[src/psd_pkg.sv]
// ----------------------------------------------------------------------------
// psd_pkg: shared types and constants for the play/silence detector
// Phase encoding, register index map, register widths and reset values.
// ----------------------------------------------------------------------------
package psd_pkg;

	// Detector phase
	typedef enum logic [1:0] {
		PH_LISTEN = 2'd0,
		PH_PLAY   = 2'd1,
		PH_STOP   = 2'd2
	} phase_t;

	// Configuration register indexes
	localparam int REG_IDX_W = 3;
	typedef enum logic [REG_IDX_W-1:0] {
		REG_NOISE_THRESHOLD   = 3'd0,
		REG_SILENCE_THRESHOLD = 3'd1,
		REG_START_COUNT       = 3'd2,
		REG_ANOMALY_LIMIT     = 3'd3,
		REG_STOP_COUNT        = 3'd4
	} reg_idx_t;

	// Field widths
	localparam int LEVEL_W = 15;
	localparam int MAG_W   = 16;
	localparam int THR_W   = 15;
	localparam int COUNT_W = 16;
	localparam int ANOM_W  = 8;
	localparam int DATA_W  = 16;

	// Register reset values
	localparam logic [THR_W-1:0]   NOISE_THRESHOLD_RST   = 15'd1000;
	localparam logic [THR_W-1:0]   SILENCE_THRESHOLD_RST = 15'd500;
	localparam logic [COUNT_W-1:0] START_COUNT_RST       = 16'd100;
	localparam logic [ANOM_W-1:0]  ANOMALY_LIMIT_RST     = 8'd10;
	localparam logic [COUNT_W-1:0] STOP_COUNT_RST        = 16'd44100;

	localparam logic [LEVEL_W-1:0] LEVEL_MAX = '1;

endpackage

[src/psd_mag.sv]
// ----------------------------------------------------------------------------
// psd_mag: sample magnitude in Q0.15 steps
// Absolute value of a signed sample, aligned to 15 fraction bits (truncating
// right shift or zero-filled left shift), plus the level saturated at 32767.
// ----------------------------------------------------------------------------
module psd_mag
	import psd_pkg::*;
#(
	parameter int SAMPLE_BITS = 16
) (
	input  logic signed [SAMPLE_BITS-1:0] sample,
	output logic        [MAG_W-1:0]       mag,
	output logic        [LEVEL_W-1:0]     level
);

	localparam int SHR = (SAMPLE_BITS >= MAG_W) ? SAMPLE_BITS - MAG_W : 0;
	localparam int SHL = (SAMPLE_BITS < MAG_W) ? MAG_W - SAMPLE_BITS : 0;

	logic [SAMPLE_BITS-1:0] mag_raw;

	// two's complement negate; the most negative code maps onto itself,
	// which is exactly its magnitude read as unsigned
	assign mag_raw = sample[SAMPLE_BITS-1] ? (~sample + 1'b1) : sample;

	// align to 15 fraction bits
	generate
		if (SAMPLE_BITS >= MAG_W) begin : g_shr
			assign mag = MAG_W'(mag_raw >> SHR);
		end else begin : g_shl
			assign mag = {mag_raw, {SHL{1'b0}}};
		end
	endgenerate

	// only the display level saturates
	assign level = mag[MAG_W-1] ? LEVEL_MAX : mag[LEVEL_W-1:0];

endmodule

[src/play_silence_detector.sv]
// ----------------------------------------------------------------------------
// play_silence_detector: take detector for a live performance
// Reports sample level and tracks listening, playing and stopped phases.
// ----------------------------------------------------------------------------
// One sample per clock is accepted while in_stall is low, and one result beat
// is returned per sample, in order. A sample's result is evaluated in the
// input register, where the magnitude, the threshold compares and the count
// update are computed, then it sits in the result register until taken. The
// output register lets a new sample enter while a result is still waiting;
// in_stall only rises when both registers are full and the output is stalled.
// Registers are written through wr_en/wr_index/wr_data; the user must write
// them only while the block is idle, which the block itself does not enforce;
// unknown indexes are ignored. After the stop trigger the block keeps
// reporting level but stays stopped until reset.
module play_silence_detector
	import psd_pkg::*;
#(
	parameter int SAMPLE_BITS = 16
) (
	input  logic                          clk,
	input  logic                          arst_n,

	// configuration
	input  logic                          wr_en,
	input  logic [REG_IDX_W-1:0]          wr_index,
	input  logic [DATA_W-1:0]             wr_data,

	// sample channel
	input  logic                          in_valid,
	output logic                          in_stall,
	input  logic signed [SAMPLE_BITS-1:0] sample,

	// result channel
	output logic                          out_valid,
	input  logic                          out_stall,
	output logic [LEVEL_W-1:0]            level,
	output logic                          playing,
	output logic                          stop_trigger,
	output logic                          stopped
);

	// configuration registers
	logic [THR_W-1:0]   noise_threshold_q;
	logic [THR_W-1:0]   silence_threshold_q;
	logic [COUNT_W-1:0] start_count_q;
	logic [ANOM_W-1:0]  anomaly_limit_q;
	logic [COUNT_W-1:0] stop_count_q;

	// pipeline
	logic                          valid_s1;
	logic signed [SAMPLE_BITS-1:0] sample_s1;
	logic                          advance;
	logic                          in_accept;

	// detector state
	phase_t             phase_q, phase_d;
	logic [COUNT_W-1:0] run_count_q, run_count_d;
	logic [ANOM_W-1:0]  anomaly_count_q, anomaly_count_d;
	logic               trig_d;

	// magnitude
	logic [MAG_W-1:0]   mag;
	logic [LEVEL_W-1:0] level_d;

	// result register
	logic               out_valid_q;
	logic [LEVEL_W-1:0] level_q;
	logic               playing_q;
	logic               stop_trigger_q;
	logic               stopped_q;

	// configuration writes
	always_ff @(posedge clk or negedge arst_n) begin
		if (!arst_n) begin
			noise_threshold_q   <= NOISE_THRESHOLD_RST;
			silence_threshold_q <= SILENCE_THRESHOLD_RST;
			start_count_q       <= START_COUNT_RST;
			anomaly_limit_q     <= ANOMALY_LIMIT_RST;
			stop_count_q        <= STOP_COUNT_RST;
		end else if (wr_en) begin
			case (wr_index)
				REG_NOISE_THRESHOLD:   noise_threshold_q   <= wr_data[THR_W-1:0];
				REG_SILENCE_THRESHOLD: silence_threshold_q <= wr_data[THR_W-1:0];
				REG_START_COUNT:       start_count_q       <= wr_data[COUNT_W-1:0];
				REG_ANOMALY_LIMIT:     anomaly_limit_q     <= wr_data[ANOM_W-1:0];
				REG_STOP_COUNT:        stop_count_q        <= wr_data[COUNT_W-1:0];
				default: ;
			endcase
		end
	end

	// handshake: s1 moves on when the result register is free or draining
	assign advance   = !out_valid_q || !out_stall;
	assign in_stall  = valid_s1 && !advance;
	assign in_accept = in_valid && !in_stall;

	// input register
	always_ff @(posedge clk or negedge arst_n) begin
		if (!arst_n) begin
			valid_s1 <= 1'b0;
		end else if (!in_stall) begin
			valid_s1 <= in_valid;
		end
	end

	always_ff @(posedge clk) begin
		if (in_accept) begin
			sample_s1 <= sample;
		end
	end

	psd_mag #(
		.SAMPLE_BITS (SAMPLE_BITS)
	) u_mag (
		.sample (sample_s1),
		.mag    (mag),
		.level  (level_d)
	);

	// state register, updated as the beat leaves s1
	always_ff @(posedge clk or negedge arst_n) begin
		if (!arst_n) begin
			phase_q         <= PH_LISTEN;
			run_count_q     <= '0;
			anomaly_count_q <= '0;
		end else if (valid_s1 && advance) begin
			phase_q         <= phase_d;
			run_count_q     <= run_count_d;
			anomaly_count_q <= anomaly_count_d;
		end
	end

	// next state
	always_comb begin
		logic [COUNT_W-1:0] run_inc;
		logic [ANOM_W-1:0]  anom_inc;

		run_inc  = (run_count_q == '1) ? run_count_q : run_count_q + 1'b1;
		anom_inc = (anomaly_count_q == '1) ? anomaly_count_q : anomaly_count_q + 1'b1;

		phase_d         = phase_q;
		run_count_d     = run_count_q;
		anomaly_count_d = anomaly_count_q;
		trig_d          = 1'b0;

		case (phase_q)
			PH_LISTEN: begin
				// loud samples accumulate; quiet samples never clear the count
				if (mag > MAG_W'(noise_threshold_q)) begin
					run_count_d = run_inc;
					if (run_inc > start_count_q) begin
						run_count_d = '0;
						phase_d     = PH_PLAY;
					end
				end
			end
			PH_PLAY: begin
				if (mag < MAG_W'(silence_threshold_q)) begin
					run_count_d     = run_inc;
					anomaly_count_d = '0;
				end else if (anomaly_count_q <= anomaly_limit_q) begin
					// short loud run still counts toward silence
					run_count_d     = run_inc;
					anomaly_count_d = anom_inc;
				end else begin
					// long loud run: real playing, restart silence count
					run_count_d     = '0;
					anomaly_count_d = '0;
				end
				if (run_count_d >= stop_count_q) begin
					trig_d  = 1'b1;
					phase_d = PH_STOP;
				end
			end
			default: ;
		endcase
	end

	// result register
	always_ff @(posedge clk or negedge arst_n) begin
		if (!arst_n) begin
			out_valid_q <= 1'b0;
		end else if (advance) begin
			out_valid_q <= valid_s1;
		end
	end

	always_ff @(posedge clk) begin
		if (advance && valid_s1) begin
			level_q        <= level_d;
			playing_q      <= (phase_d == PH_PLAY);
			stop_trigger_q <= trig_d;
			stopped_q      <= phase_d[1];
		end
	end

	assign out_valid    = out_valid_q;
	assign level        = level_q;
	assign playing      = playing_q;
	assign stop_trigger = stop_trigger_q;
	assign stopped      = stopped_q;

	// checks
	a_trig_stopped: assert property (@(posedge clk) disable iff (!arst_n)
		out_valid && stop_trigger |-> stopped && !playing)
		else $error("stop trigger without stopped phase");

	a_phase_excl: assert property (@(posedge clk) disable iff (!arst_n)
		out_valid |-> !(playing && stopped))
		else $error("playing and stopped together");

	a_stop_sticky: assert property (@(posedge clk) disable iff (!arst_n)
		phase_q == PH_STOP |=> phase_q == PH_STOP)
		else $error("left stopped phase");

	a_stall_full: assert property (@(posedge clk) disable iff (!arst_n)
		in_stall |-> valid_s1 && out_valid_q && out_stall)
		else $error("input stalled with room in the pipeline");

	a_trig_once: assert property (@(posedge clk) disable iff (!arst_n)
		valid_s1 && advance && trig_d |-> phase_q == PH_PLAY)
		else $error("stop trigger outside playing phase");

endmodule
[config.mk]
export PLATFORM = sky130hd
export DESIGN_NAME = play_silence_detector
export DESIGN_NICKNAME = d
export VERILOG_FILES = /design/src/psd_pkg.sv /design/src/psd_mag.sv /design/src/play_silence_detector.sv
export SDC_FILE = /design/constraint.sdc
export NUM_CORES = 1
export LEC_CHECK = 0
export ABC_AREA = 1
export BUFFER_PORTS_ARGS = -buffer_cell sky130_fd_sc_hd__buf_2
export CAP_MARGIN = 20
export CORE_MARGIN = 2
export CORE_UTILIZATION = 30
export CTS_BUF_LIST = sky130_fd_sc_hd__clkbuf_4 sky130_fd_sc_hd__clkbuf_8
export CTS_CLUSTER_DIAMETER = 100
export DETAILED_ROUTE_END_ITERATION = 8
export GPL_TIMING_DRIVEN = 0
export SLEW_MARGIN = 0
export SYNTH_ARGS = -nofsm -noshare
export SYNTH_HDL_FRONTEND = slang
export SYNTH_SLANG_ARGS = --single-unit
[constraint.sdc]
create_clock -name clk -period 3.55 [get_ports clk]
set_input_delay 0.1775 -clock clk [delete_from_list [all_inputs] [get_ports clk]]
set_output_delay 0.1775 -clock clk [all_outputs]
set_load 0.01 [all_outputs]
==> flow_summary.toml, run 1 <==
[critical_path]
path_class = "reg2reg"
crit_path_end_kind = "flop"
critPathLaunchType = "flop"
worst-path-max-fanout = 4
worstPathArrival_ps = 4260
cp.required_ps = 3760
r2r_cells = 27

[grt]
grt_pass1_vias = 6478
grt_pass1_wl_um = 31600
grtUsageTotal_pct = 14.1
antenna_found_initial = 0
grt_max_degree = 71
gr-total-overflow = 0

[clock_network]
numClockSinks = 132
cts_root_buf = "clkbuf_8"
cts_tree = "yes"
cts_made_buffers = 17
h-tree-depth = 4
clkTransAtPathRegs_ps = 80
insertion_delay_ps = 450
clk_path_buf_depth = 2

[yosys]
synth.most_common_cell = "nand2_1"
syn_inst = 968
synth_top_area_share_pct = 23.6
synth_common_cells = "nand2_1 (256), inv_1 (144), o21ai_0 (82)"
synth_edf_count = 34
seq_area_frac_synth_pct = 44.0
synth-seq-cells = 132
yosysWarningCount = 0
async_reset_ff_share_pct = 74.2
synth_area_leaders = "dfrtp_1 (24%), edfxtp_1 (13%), nand2_1 (12%), ha_1 (11%), dfstp_2 (7.6%)"
synth_area_leader_cell = "dfrtp_1"
synth_nets = 1080
synth_cell_types = 44
netlist_area_sq_um = 7960
synth.avg_cell_area_sq_um = 8.22
ys.flop_type = "dfrtp_1"

[route]
drtAntennaViolNets = 0
vias_per_cell = 4.50
top_layer = "met4"
wl_per_cell_um = 13.1
wl_met1_um = 9170
post-route-drc-count = 0
met2_wirelength_um = 8880
wl_um = 18900
dr.pass1.iters = 5
drt_iter0_drc = 341
vias = 6475
wl_met3_um = 571

[floorplan]
die_area_sq_um = 27900
rows = 59
io_pins = 60
start_util_pct = 30.6
fp.dieH_um = 167
coreArea_sq_um = 26100
fp.dieW_um = 167

[cells_and_area]
multiInputGateArea_sq_um = 4020
instances_no_fill = 1438
final_area_sq_um = 9810
area.growth.synth_to_final_pct = 23.2
final_layout_size_suffix_gt1_share_pct = 22.3
insertedDiodeCount = 0
fin_nets = 1202
fillCellCount = 2668
ff_latch_area_sq_um = 3500

[sta]
timing.slew.headroom_pct = 56.7
layout_setup_ws_ps = -500
fin_skew_ps = 13.2
period_needed_ps = 4050
hold_violations = 0
grt_setup_unrepaired = "true"
worst_pin_slew_ps = 649
fmax_mhz = 247
fin_crit_sh_pct = 114
finalSetupTns_ps = -2290
finalSetupViolations = 5
slew_viol_final = 0

[outcome]
violations = "setup timing"
outcome = "finished, violations left"

[placement]
place_hpwl_um = 14300
placed_cells = 1364
port_buffers = 59
dp_slack_ps = -1010
dpl-instance-area_sq_um = 8740
gp_congestion = 0.830

[power]
combPwrFrac_pct = 23.2
p_leak_uw = 0.00480
swShare_pct = 30.1
pwr-share-seq_pct = 45.4
p_per_area_nw_per_um2 = 426
clkPwrFrac_pct = 31.4
p_int_uw = 2920
p_sw_uw = 1260
ir_worst_vdd_uv = 260

[run]
drv_cap = 0

[min_path]
min_delay_path_depth = 3
hp-class = "in2reg"
-- sequential cells by signal, indices dropped and copies added, names as in the netlist --
name and cells:
noise_threshold_q 15, start_count_q 16, sample_s1 16, valid_s1 1, anomaly_limit_q 8, playing 1, run_count_q 16, phase_q 2
stop_count_q 16, stop_trigger 1, out_valid 1, anomaly_count_q 8, silence_threshold_q 15, stopped 1, level 15
-- metal layers --
layer | global-route usage (%) | vias to the layer above
li1 | - | 3315
met1 | 19.1 | 3047
met2 | 23.1 | 96
met3 | 2.50 | 17
met4 | 4.01 | 0
met5 | 0 | -
-- cells by family (layout without fill, tap and decap cells) --
group	Yosys count	after routing	share of synthesized area [%]
fa+ha+maj	72	72	11.3
flops	132	132	44.0
buf+inv	177	312	8.97
compound gates	142	142	9.43
simple gates	418	418	23.3
xor+xnor	27	27	2.97
-- power groups by stage --
| stage | sequential [uW] | clock [uW] | combinational [uW] |
|---|---|---|---|
| final | 1900 | 1310 | 970 |
| after global routing | 1920 | 1400 | 1130 |
| after CTS | 1900 | 1350 | 923 |
| after detailed placement | 1920 | 0 | 860 |
| after global placement | 1920 | 0 | 827 |
| after floorplan | 1910 | 0 | 604 |
-- what timing repair did --
item | CTS | global route
endpoints found under the setup margin | 5 | 5
gates resized for setup | 29 | 33
setup buffers | 13 | 10
pin swaps | 31 | 34
hold buffers | 19 | 0
endpoints found under the hold margin | 46 | 0
-- path summary, 6_finish.rpt --
kind | startpoint | to | slack (ps)
worst max-delay path | sample_s1[1]$_DFFE_PP_ | playing$_DFFE_PP_ | -500
worst min-delay path | wr_data[15] | stop_count_q[15]$_DFFE_PN1P_ | 50
worst max register to register | sample_s1[1]$_DFFE_PP_ | playing$_DFFE_PP_ | -500
worst min register to register | silence_threshold_q[13]$_DFFE_PN0P_ | silence_threshold_q[13]$_DFFE_PN0P_ | 490
max in group asynchronous | arst_n | noise_threshold_q[5]$_DFFE_PN1P_ | 2620
min in group asynchronous | arst_n | run_count_q[12]$_DFFE_PN0P_ | 200
-- layout make-up --
| type | instances | area share [%] |
|---|---|---|
| multi-input cells | 659 | 41.0 |
| plain buffers | 21 | 1.37 |
| clock inverters | 8 | 1.02 |
| repair buffers | 103 | 7.34 |
| inverters | 156 | 6.09 |
| well taps | 335 | 4.27 |
| clock buffers | 24 | 3.18 |
| flip-flops and latches | 132 | 35.7 |
-- per-stage QoR --
stage / util (%) / hold slack [ps] / power, uW
floorplan: - / -118 / 2510
global placement: 33.4 / 354 / 2750
detailed placement: 33.6 / 145 / 2790
CTS: 36.7 / 23.7 / 4170
global route: 37.6 / 69.0 / 4460
finish: 37.6 / 46.3 / 4180
-- critical path, cell delays in order, from the launching register on --
cell      delay (ps)
edfxtp_1         400
inv_2            110
ha_4             150
nand3_4           80
nor2_4            90
nand2_2           80
nor2_4           120
a21oi_2           70
nor2_1           110
xor2_1           260
ha_1             300
and3_4           190
nor3b_4          150
nand2_1           80
nand2_2           90
nand2_2          100
inv_4             50
buf_4            120
a31oi_1          150
ha_1             190
nand4_1          160
nor3_4           190
nand3_1          120
nand3_2          110
nand2_1           60
nand2_1           70
o21ai_2           70
and2_4           140
-- cells in the final DEF, fill, tap and decap left out, types with 3 or more instances in the layout --
| cell type | instances |
|---|---|
| o21bai_1 | 4 |
| nand2_2 | 14 |
| buf_2 | 59 |
| o21ai_1 | 6 |
| o21a_1 | 5 |
| ha_1 | 67 |
| edfxtp_1 | 34 |
| buf_6 | 4 |
| clkbuf_4 | 3 |
| inv_2 | 11 |
| clkbuf_8 | 21 |
| xnor2_1 | 4 |
| nand3_1 | 26 |
| nor2_2 | 13 |
| clkbuf_1 | 14 |
| xor2_1 | 20 |
| nor3_1 | 5 |
| dfstp_2 | 23 |
| nand3_4 | 3 |
| dfrtp_1 | 75 |
| o21ai_2 | 3 |
| nor2_4 | 9 |
| nand4_1 | 7 |
| nand3_2 | 4 |
| a21oi_1 | 32 |
| nand2_1 | 246 |
| a21oi_2 | 8 |
| o21ai_0 | 79 |
| buf_4 | 23 |
| dlygate4sd3_1 | 19 |
| ha_4 | 4 |
| clkinvlp_4 | 3 |
| nor2_1 | 61 |
| inv_1 | 142 |
| or2_2 | 12 |
No activity file was read; power rests on OpenSTA's default activity.
==> run 2, diff against run 1 <==
--- a/config.mk
+++ b/config.mk
@@ -8,7 +8,6 @@
 export ABC_AREA = 1
 export BUFFER_PORTS_ARGS = -buffer_cell sky130_fd_sc_hd__buf_2
 export CAP_MARGIN = 20
-export CORE_MARGIN = 2
 export CORE_UTILIZATION = 30
 export CTS_BUF_LIST = sky130_fd_sc_hd__clkbuf_4 sky130_fd_sc_hd__clkbuf_8
 export CTS_CLUSTER_DIAMETER = 100
==> run 2 against run 1 <==
Effect of this change:
- the flow still finishes with violations (setup timing)
- core utilization grew 0.12 points
- worst setup slack got worse by 37 ps
- sequential cell count stayed put
- non-clock buffer count rose by 4
- final cell count is 0.28% higher
- fmax fell by 0.91%
- sequential share of layout area down 0.11 points
- register-to-register slack worse by 40 ps
- clock-buffer cell count fell by 3
- cell area grew 0.31%
- critical path type unchanged
- highest routed layer unchanged
==> flow_summary.toml, run 2 (synthesized netlist as in run 1, its figures left out) <==
[critical_path]
cp.required_ps = 3760
crit_path_end_kind = "flop"
path_class = "reg2reg"
critPathLaunchType = "flop"
worstPathArrival_ps = 4300
worst-path-max-fanout = 7

[sta]
hold_violations = 0
slew_viol_final = 0
fin_crit_sh_pct = 115
timing.slew.headroom_pct = 53.5
finalSetupTns_ps = -2140
fmax_mhz = 245
layout_setup_ws_ps = -538
period_needed_ps = 4090
grt_setup_unrepaired = "true"
fin_skew_ps = 15.3
finalSetupViolations = 5
worst_pin_slew_ps = 697

[floorplan]
start_util_pct = 30.6
fp.dieH_um = 165
die_area_sq_um = 27200
fp.dieW_um = 165
coreArea_sq_um = 26100
io_pins = 60
rows = 59

[grt]
grt_max_degree = 71
antenna_found_initial = 0
gr-total-overflow = 0
grt_pass1_vias = 6251
grtUsageTotal_pct = 14.5
grt_pass1_wl_um = 30400

[clock_network]
clk_path_buf_depth = 2
numClockSinks = 132
cts_root_buf = "clkbuf_8"
h-tree-depth = 4
cts_made_buffers = 17
cts_tree = "yes"
insertion_delay_ps = 460
clkTransAtPathRegs_ps = 80

[route]
dr.pass1.iters = 7
vias = 6499
post-route-drc-count = 0
drt_iter0_drc = 298
vias_per_cell = 4.51
drtAntennaViolNets = 0
wl_per_cell_um = 13.0
wl_um = 18800

[min_path]
hp-class = "in2reg"

[cells_and_area]
area.growth.synth_to_final_pct = 23.6
final_cell_mix = "nand2_1 (249), inv_1 (141), o21ai_0 (80)"
postLayoutCoreUtil_pct = 37.7
fin_nets = 1206
final_common_cell = "nand2_1"
final_layout_size_suffix_gt1_share_pct = 22.2
insertedDiodeCount = 0

[run]
drv_cap = 0

[power]
ir_worst_vdd_uv = 261
p_per_area_nw_per_um2 = 433
p_leak_uw = 0.00481

[outcome]
outcome = "finished, violations left"
violations = "setup timing"

[placement]
gp_congestion = 0.838
port_buffers = 59
dp_slack_ps = -1000
place_hpwl_um = 14200
-- run 2: what timing repair did --
action                                  CTS  global route
pin swaps                                23            40
endpoints found under the setup margin    5             5
gates cloned                              0             0
endpoints found under the hold margin    46             0
hold buffers                             19             0
resized for setup                        20            37
setup buffers                            13            14
-- run 2: final timing paths --
path                       depth (start not counted)  slack [ps]                     from                                 end
min                                                3          20              wr_data[15]        stop_count_q[15]$_DFFE_PN1P_
max in group asynchronous                          3        2620                   arst_n  silence_threshold_q[4]$_DFFE_PN1P_
min reg2reg                                        2         470     valid_s1$_DFFE_PN0N_               out_valid$_DFFE_PN0N_
max                                               26        -540  sample_s1[10]$_DFFE_PP_                   playing$_DFFE_PP_
min in group asynchronous                          2         210                   arst_n          run_count_q[8]$_DFFE_PN0P_
max reg2reg                                       26        -540  sample_s1[10]$_DFFE_PP_                   playing$_DFFE_PP_
-- run 2: area by class of cell --
type / instances / area, sq um
well taps: 335 / 419
inverters: 156 / 597
multi-input cells: 659 / 4010
plain buffers: 21 / 130
flip-flops and latches: 132 / 3500
fillers: 2644 / 16200
repair buffers: 107 / 744
clock buffers: 21 / 283
clock inverters: 11 / 150
-- run 2: report_power, final --
part	total (uW)	switching (uW)	internal, uW
sequential	1900	100	1800
clock	1380	614	762
combinational	988	572	416
total	4260	1290	2970
-- run 2: metal layers --
metal | global-route usage (%) | vias to the layer above | wire length [um]
met3 | 2.39 | 23 | 760
met2 | 23.1 | 106 | 8700
li1 | - | 3342 | -
met4 | 4.59 | 0 | 265
met5 | 0 | - | 0
met1 | 20.0 | 3028 | 9030
-- run 2: through the flow --
step | hold WS (ps) | std cells | cell area [sq um] | total power (uW)
2_1_floorplan | -118 | 968 | 7980 | 2510
3_3_place_gp | 355 | 1362 | 8700 | 2750
3_5_place_dp | 143 | 1364 | 8740 | 2790
4_1_cts | 21.3 | 1428 | 9540 | 4240
5_1_grt | 57.4 | 1442 | 9840 | 4540
6_report | 24.6 | 1442 | 9840 | 4260
-- run 2: worst max-delay path: stages (launching register included) --
cell and delay, ps:
edfxtp_1 410, nor4_2 360, nor2_1 90, nor2_2 160
o21ai_1 100, xor2_1 210, inv_1 120, ha_4 280
and3_4 160, nor3b_4 170, nand2_1 80, nand2_2 120
nand2_2 90, inv_4 90, buf_6 130, buf_8 130
a21oi_1 50, ha_1 270, nand2_1 60, nor2_2 110
buf_4 120, nand3_2 70, nand3_2 100, nand2_1 60
nand2_1 70, o21ai_2 60, and2_1 150
==> run 3, diff against run 2 <==
--- a/config.mk
+++ b/config.mk
@@ -8,12 +8,16 @@
 export ABC_AREA = 1
 export BUFFER_PORTS_ARGS = -buffer_cell sky130_fd_sc_hd__buf_2
 export CAP_MARGIN = 20
+export CELL_PAD_IN_SITES_DETAIL_PLACEMENT = 0
+export CELL_PAD_IN_SITES_GLOBAL_PLACEMENT = 1
 export CORE_UTILIZATION = 30
 export CTS_BUF_LIST = sky130_fd_sc_hd__clkbuf_4 sky130_fd_sc_hd__clkbuf_8
 export CTS_CLUSTER_DIAMETER = 100
 export DETAILED_ROUTE_END_ITERATION = 8
 export GPL_TIMING_DRIVEN = 0
+export PLACE_DENSITY_LB_ADDON = 0.15
 export SLEW_MARGIN = 0
 export SYNTH_ARGS = -nofsm -noshare
 export SYNTH_HDL_FRONTEND = slang
+export SYNTH_HIERARCHICAL = 1
 export SYNTH_SLANG_ARGS = --single-unit
==> run 3 against run 2 <==
Effect of this change:
- the flow finishes with violations (DRC, setup timing)
- final cell count grew 2.4%
- fmax up 13%
- synthesized cell count up 3.5%
- worst setup slack better by 460 ps
- combinational power up 5%
- sequential power about the same
- worst hold slack improved by 5.8 ps
- clock skew rose by 5.1 ps
- total power grew 0.58%
==> flow_summary.toml, run 3 <==
[power]
p_per_area_nw_per_um2 = 426
ir_worst_vdd_uv = 202
p_leak_uw = 0.00496

[yosys]
synth_edf_count = 34
synth.avg_cell_area_sq_um = 8.00
synth-simple-area-share_pct = 24.8
async_reset_ff_share_pct = 74.2
netlist_area_sq_um = 8010
synth.most_common_cell = "nand2_1"
synth_common_cells = "nand2_1 (281), inv_1 (155), o21ai_0 (87)"
synth_top_area_share_pct = 23.4
yosys.area_share.adder_pct = 11.2
synth_nets = 1114
synth_cell_types = 38
synth_area_leaders = "dfrtp_1 (23%), nand2_1 (13%), edfxtp_1 (13%), ha_1 (11%), dfstp_2 (7.5%)"
syn_inst = 1002
synth-seq-cells = 132
seq_area_frac_synth_pct = 43.7
synth-xor-area-share_pct = 2.19
synth_top_family_by_area = "simple AND/OR/NAND/NOR gates"
yosysWarningCount = 6
synth_area_leader_cell = "dfrtp_1"
ys.flop_type = "dfrtp_1"
synth_compound_area_share_pct = 9.09
muxShareOfSynthArea_pct = 0

[critical_path]
worstPathArrival_ps = 3860
r2r_cells = 23
r2r_slack_ps = -70
r2r_end = "playing$_DFFE_PP_"
cp.required_ps = 3790
path_class = "reg2reg"
worst-path-max-fanout = 5
r2r_start = "sample_s1[1]$_DFFE_PP_"
crit_path_end_kind = "flop"
critPathLaunchType = "flop"

[outcome]
outcome = "finished, violations left"
violations = "DRC, setup timing"

[floorplan]
die_area_sq_um = 27400
rows = 59
io_pins = 60
start_util_pct = 30.7
fp.dieW_um = 165
fp.dieH_um = 165
coreArea_sq_um = 26100

[clock_network]
clkTransAtPathRegs_ps = 90
insertion_delay_ps = 480
numClockSinks = 132
h-tree-depth = 4
cts_tree = "yes"
clk_path_buf_depth = 2
cts_root_buf = "clkbuf_8"
cts_made_buffers = 17

[route]
wl_um = 21500
post-route-drc-count = 4
dr.pass1.iters = 7
vias = 6719
wl_per_cell_um = 14.6
vias_per_cell = 4.55
drt_iter0_drc = 303
drtAntennaViolNets = 0

[grt]
grt_pass1_wl_um = 34700
grtUsageTotal_pct = 16.8
grt_pass1_vias = 6544
grt_max_degree = 63
antenna_found_initial = 0
gr-total-overflow = 0

[sta]
timing.slew.headroom_pct = 55.0
fin_crit_sh_pct = 102
grt_setup_unrepaired = "true"
worst_pin_slew_ps = 674
slew_viol_final = 0
layout_setup_ws_ps = -72.7
fin_skew_ps = 20.4
period_needed_ps = 3620
finalSetupViolations = 2
hold_violations = 0
fmax_mhz = 276

[placement]
placed_cells = 1398
place_hpwl_um = 16400
gp_congestion = 0.779
port_buffers = 59

[run]
drv_cap = 0

[cells_and_area]
instances_no_fill = 1476
fin_nets = 1240
final_common_cell = "nand2_1"
final_cell_mix = "nand2_1 (251), inv_1 (149), o21ai_0 (82)"
final_layout_size_suffix_gt1_share_pct = 24.3
postLayoutCoreUtil_pct = 38.5
insertedDiodeCount = 0
area.growth.synth_to_final_pct = 25.4

[min_path]
min-delay-start = "wr_data[11]"
worstHoldEndpoint = "stop_count_q[11]$_DFFE_PN1P_"
hp-class = "in2reg"
min_delay_path_depth = 3
==> run 3: cell types whose count changed in the layout (fill, tap and decap cells not counted), sizes merged, moves of 4 or more <==
cell    previous run  this run
a21boi             0         5
nand3b             0         5
nand4              7        11
nand2            264       296
nand3             33        55
or2               14         5
clkinv             4         8
xor2              22        17
nor2              84        65
inv              157       169
nor3               7        11
==> run 3: how the worst max path moves through the flow <==
stage	startpoint	to	slack, ps	cells past startpoint
4_1_cts	sample_s1[0]$_DFFE_PP_	playing$_DFFE_PP_	-100	26
3_5_place_dp	sample_s1[0]$_DFFE_PP_	playing$_DFFE_PP_	-940	24
3_3_place_gp	sample_s1[0]$_DFFE_PP_	playing$_DFFE_PP_	-910	24
6_report	sample_s1[1]$_DFFE_PP_	playing$_DFFE_PP_	-70	23
2_1_floorplan	sample_s1[0]$_DFFE_PP_	playing$_DFFE_PP_	70	23
5_1_grt	sample_s1[5]$_DFFE_PP_	playing$_DFFE_PP_	-310	21
==> run 3: final cells by class <==
cell class	count	area, sq um
flip-flops and latches	132	3500
well taps	335	419
clock inverters	15	179
repair buffers	107	749
inverters	164	616
multi-input cells	684	4230
plain buffers	22	124
fillers	2805	16100
clock buffers	17	234
==> run 3: per-layer routing <==
| layer | vias to the layer above | share of wire (%) | routed length, um | track usage, % |
|---|---|---|---|---|
| li1 | 3455 | - | - | - |
| met1 | 3163 | 54 | 11600 | 24.8 |
| met2 | 81 | 43 | 9190 | 25.1 |
| met3 | 20 | 2.3 | 490 | 2.67 |
| met4 | 0 | 1.1 | 242 | 4.71 |
| met5 | - | 0 | 0 | 0 |
==> run 3: kinds of logic after synthesis <==
group | count (synthesis)
AO/OA/AOI/OAI | 139
buffers and inverters | 186
adder cells (fa/ha/maj) | 72
flip-flops | 132
XOR/XNOR | 20
AND/OR/NAND/NOR | 453
==> run 3: power breakdown <==
part           internal [uW]  switching (uW)
sequential              1790             101
clock                    599             753
combinational            419             619
==> run 3: timing repair <==
item	in CTS	in global routing
cloned	1	0
hold buffers	20	0
setup endpoints to repair	5	21
setup buffers	16	9
hold endpoints to repair	52	0
gates resized for setup	65	53
pin swaps	24	35
==> run 3: per-stage QoR <==
| stage | setup slack (ps) | power [uW] | setup TNS [ps] | instance area [sq um] | hold WS (ps) |
|---|---|---|---|---|---|
| 5_1_grt | -313 | 4600 | -2360 | 10000 | 34.3 |
| 3_3_place_gp | -911 | 2750 | -3920 | 8730 | 355 |
| 3_5_place_dp | -935 | 2770 | -3970 | 8770 | 207 |
| 6_report | -72.7 | 4290 | -86.4 | 10000 | 30.4 |
| 2_1_floorplan | 65.4 | 2480 | 0 | 8010 | -118 |
| 4_1_cts | -102 | 4280 | -248 | 9780 | 11.6 |
==> run 3: worst max-delay path, stage by stage (launching register included) <==
cell      delay [ps]
edfxtp_1         410
inv_2            100
ha_4             150
nand3_4          100
nand2_4          100
buf_6            110
nand3_2           70
nand2_2          100
nand2_4           60
ha_4             260
nand4_1          150
nor3_2           270
nand2_2          100
nand2_4          120
nand2_4           90
and2_4           160
ha_4             270
nand2_2           60
nor4_4           300
nand2_1          100
nand3_2          120
nand2_4           80
nand2_4           80
nor2_1            40
